File: config.mk
export PLATFORM = sky130hd
export DESIGN_NAME = bfpa_ram
export DESIGN_NICKNAME = d
export VERILOG_FILES = /design/src/hw/rtl/bfpa_ram.sv
export SDC_FILE = /design/constraint.sdc
export NUM_CORES = 1
export LEC_CHECK = 0
export ABC_AREA = 1
export BUFFER_PORTS_ARGS = -buffer_cell sky130_fd_sc_hd__buf_2
export CAP_MARGIN = 20
export CORE_ASPECT_RATIO = 1.25
export CORE_MARGIN = 4
export CORE_UTILIZATION = 55
export DETAILED_ROUTE_END_ITERATION = 12
export PLACE_DENSITY_LB_ADDON = 0.05
export SLEW_MARGIN = 0
export SYNTH_ARGS = -nofsm -noshare
export SYNTH_HDL_FRONTEND = slang
export SYNTH_SLANG_ARGS = --single-unit
File: constraint.sdc
create_clock -name aclk -period 1.3 [get_ports aclk]
set_input_delay 0.13 -clock aclk [delete_from_list [all_inputs] [get_ports aclk]]
set_output_delay 0.13 -clock aclk [all_outputs]
set_load 0.01 [all_outputs]
File: src/hw/rtl/bfpa_ram.sv
`timescale 1ns / 1ps

module bfpa_ram #(
    parameter int WIDTH = 8,
    parameter int DEPTH = 16
) (
    input  logic                     aclk,
    input  logic                     wr_en,
    input  logic [$clog2(DEPTH)-1:0] wr_addr,
    input  logic [WIDTH-1:0]         wr_data,
    input  logic                     rd_en,
    input  logic [$clog2(DEPTH)-1:0] rd_addr,
    output logic [WIDTH-1:0]         rd_data
);

    logic [WIDTH-1:0] mem [DEPTH];

    // one write port, one registered read port
    always_ff @(posedge aclk) begin
        if (wr_en) begin
            mem[wr_addr] <= wr_data;
        end
        if (rd_en) begin
            rd_data <= mem[rd_addr];
        end
    end

endmodule

-- Word level (Yosys, flattened, before mapping)
Memories as Yosys holds them, arrays and structs flattened. A register that Yosys moved wholly into a read port is not among the register bits.
Index checks and enable logic that the tools add are counted.
- bits in registers: 0
- memory bits (writable): 128
- bits of input ports: 19
- output and inout bits: 8
- memories: 1
- mux-type cells: 2
- memories (memory ; words ; width ; read ports ; clocked after Yosys merged registers in ; wr ports ; line ; text):
    mem ; 16 ; 8 ; 1 ; 1 ; 1 ; 16 ; logic [WIDTH-1:0] mem [DEPTH];
- operator list (operator ; count):
    2-to-1 mux 1 bit ; 2

-- Depth between registers and ports, before layout
- depth in word-level cells: 2
- gate-level depth with buffers: 8
- gate-level depth less buffers: 7

-- Worst setup path after synthesis
Ideal clock, no wire load.
- kind: input to register
- start: input port wr_addr[2]
- end: memory mem[10][0] (enable)
- setup time: 370 ps
- data arrival time: 711 ps
- required time: 930 ps
- slack: 219 ps
- cell stages on the path: 2
- cell sequence: nand3b_1 > nor2_1
- RTL lines (item ; line ; text):
    start: declaration ; 9 ; input logic [$clog2(DEPTH)-1:0] wr_addr,
    end: declaration ; 16 ;
Straight into the memory's write port.

==> results.py <==
metrics = {
    "sta": {
        "skew_ns": 0.00637,
        "fin_tns_setup_ns": 0,
        "setup_ws_ns": 0.144,
        "hold_violations": 0,
        "fin_crit_sh": 0.890,
        "slew_violations": 0,
        "fmax_mhz": 865,
        "tightest_slew_ns": 0.593,
        "fin_hold_ws_ns": 0.0999,
        "layout_min_cycle_time_ns": 1.16,
        "slew_headroom": 0.604,
        "grt_setup_unrepaired": "no",
        "setup_viol": 0,
    },
    "place": {
        "dp.cells": 711,
        "hpwl_mm": 8.27,
        "place.port_buffers": 26,
        "dp_slack_ns": -0.0806,
        "routabilityCongestion": 0.813,
    },
    "yosys": {
        "syn_area_sq_um": 5850,
        "synth-seq-cells": 136,
        "synth-compound-area-share": 0,
        "synthCells": 551,
        "synth_fp_nets": 570,
        "seq_area_frac_synth": 0.698,
        "avgSynthCellArea_sq_um": 10.6,
        "synth_top_family_by_area": "simple AND/OR/NAND/NOR gates",
        "ys_types": 11,
        "synthAdderAreaFrac": 0,
        "synth_xor_area_frac": 0,
        "synth.area.mux_share": 0,
        "synthSimpleGateAreaFrac": 0.208,
        "synth.yosys.warnings": 0,
    },
    "cts": {
        "cts_tree": "yes",
        "cts_buffers": 17,
        "cts_num_sinks": 136,
        "clock_path_buffers": 2,
        "cts_htree_levels": 4,
        "hold_buffers": 0,
        "cts_setup_buffers": 0,
        "cts_resized": 0,
        "cts_root_buf": "clkbuf_16",
        "clk_pin_slew_ns": 0.06,
        "clk_latency_ns": 0.41,
    },
    "global_routing": {
        "grt_pass1_wl_mm": 20.0,
        "grt_max_degree": 33,
        "antenna_found_initial": 0,
        "overflow": 0,
        "groute.usage.overall": 0.222,
        "first_global_vias": 3709,
    },
    "critical_path": {
        "crit_fanout": 1,
        "cp-end-kind": "flop",
        "cp.required_ns": 1.46,
        "startpoint_type": "flop",
        "crit_arrival_ns": 1.32,
        "crit_type": "flop to flop",
        "r2r_cells": 6,
    },
    "routing": {
        "wire_per_inst_microns": 17.1,
        "drc": 0,
        "first_pass_iters": 5,
        "wl_mm": 12.7,
        "num_vias": 3874,
        "ant_nets": 0,
        "vias_per_cell": 5.22,
        "dr.first_iter.drc_count": 280,
    },
    "pwr": {
        "powerDensity_nw_per_um2": 1430,
        "ir_drop_v": 0.000927,
        "p_leak_nw": 2.94,
    },
    "hold_path": {
        "min_path_cells": 1,
        "min_path_type": "input pin to flop",
    },
    "floorplan": {
        "initial_core_util": 0.570,
        "dieArea_sq_um": 12400,
        "core_sq_um": 10300,
        "ioPinCount": 27,
        "die_width_microns": 100,
        "rows": 41,
        "die_h_microns": 123,
    },
    "final_layout": {
        "register_area_sq_um": 4080,
        "antenna_cells": 0,
        "multi_input_area_sq_um": 1210,
        "fin_cells": 742,
        "fill_cells": 769,
        "nets": 620,
        "syn_to_final_growth_pct": 15.2,
        "drive_gt1_frac": 0.137,
    },
    "status": {
        "status": "finished, final reports clean",
    },
    "job": {
        "drv_cap": 0,
    },
}
[stage by stage]
stage | util | cell area (sq um) | total power [W]
after detailed placement | 0.608 | 6240 | 0.00569
final | 0.657 | 6740 | 0.00965
after global placement | 0.608 | 6240 | 0.00568
after global routing | 0.657 | 6740 | 0.00998
after CTS | 0.657 | 6740 | 0.00969
after floorplan | - | 5850 | 0.00541
[layer usage]
layer	global-route usage	share of wire
met4	0.0952	0.029
met5	0	0
met2	0.363	0.49
met1	0.290	0.42
met3	0.0440	0.057
[cells in the mapped netlist]
cell type / n / share of area
inv_1: 100 / 0.064
buf_1: 1 / 0.00064
nand3b_1: 2 / 0.0026
nand3_1: 97 / 0.083
buf_2: 13 / 0.011
nand2_1: 173 / 0.11
inv_2: 2 / 0.0013
nor2_1: 17 / 0.011
buf_4: 4 / 0.0051
edfxtp_1: 136 / 0.70
buf_6: 6 / 0.012
[path summary, 6_finish.rpt]
path,slack [ns],endpoint,start
hold reg to reg,0.75,rd_data[5]$_DFFE_PP_,mem[12][5]$_DFFE_PP_
setup / recovery,0.14,rd_data[7]$_DFFE_PP_,mem[0][7]$_DFFE_PP_
setup reg to reg,0.14,rd_data[7]$_DFFE_PP_,mem[0][7]$_DFFE_PP_
hold / removal,0.1,rd_data[7]$_DFFE_PP_,rd_en
[flip-flops by register name (all words and copies together), names as in the netlist]
name / flops
mem: 128
rd_data: 8
[worst max-delay path, stage by stage, from the launching register on]
cell	delay (ns)
edfxtp_1	0.35
inv_1	0.09
nand2_1	0.05
nand3_1	0.06
nand3_1	0.14
nand3_1	0.16
nand2_1	0.07
[final cells by class]
class	instances	share of cell area
sequential	136	0.606
timing repair buffer	55	0.0591
clock inverter	10	0.00854
clock buffer	21	0.0654
inverter	102	0.0568
tap	129	0.0240
multi-input combinational	289	0.180
[cell usage in the layout (no fill, tap or decap), drive strengths merged]
cell type and instances:
inv 102, nand2 173, edfxtp 136, clkbuf 21, clkinvlp 3, clkinv 7
nand3b 2, nor2 17, nand3 97, buf 55
[power by group]
part,internal [W],switching (W)
registers,0.00494,0.0000266
clock network,0.00239,0.00166
logic,0.000198,0.000430
total,0.00753,0.00211
[cell families (layout without fill, tap and decap cells)]
kind of cell	count (synthesis)	after routing
buffers and inverters	126	188
DFF	136	136
and+or+nand+nor	289	289
No activity file was read; power rests on OpenSTA's default activity.
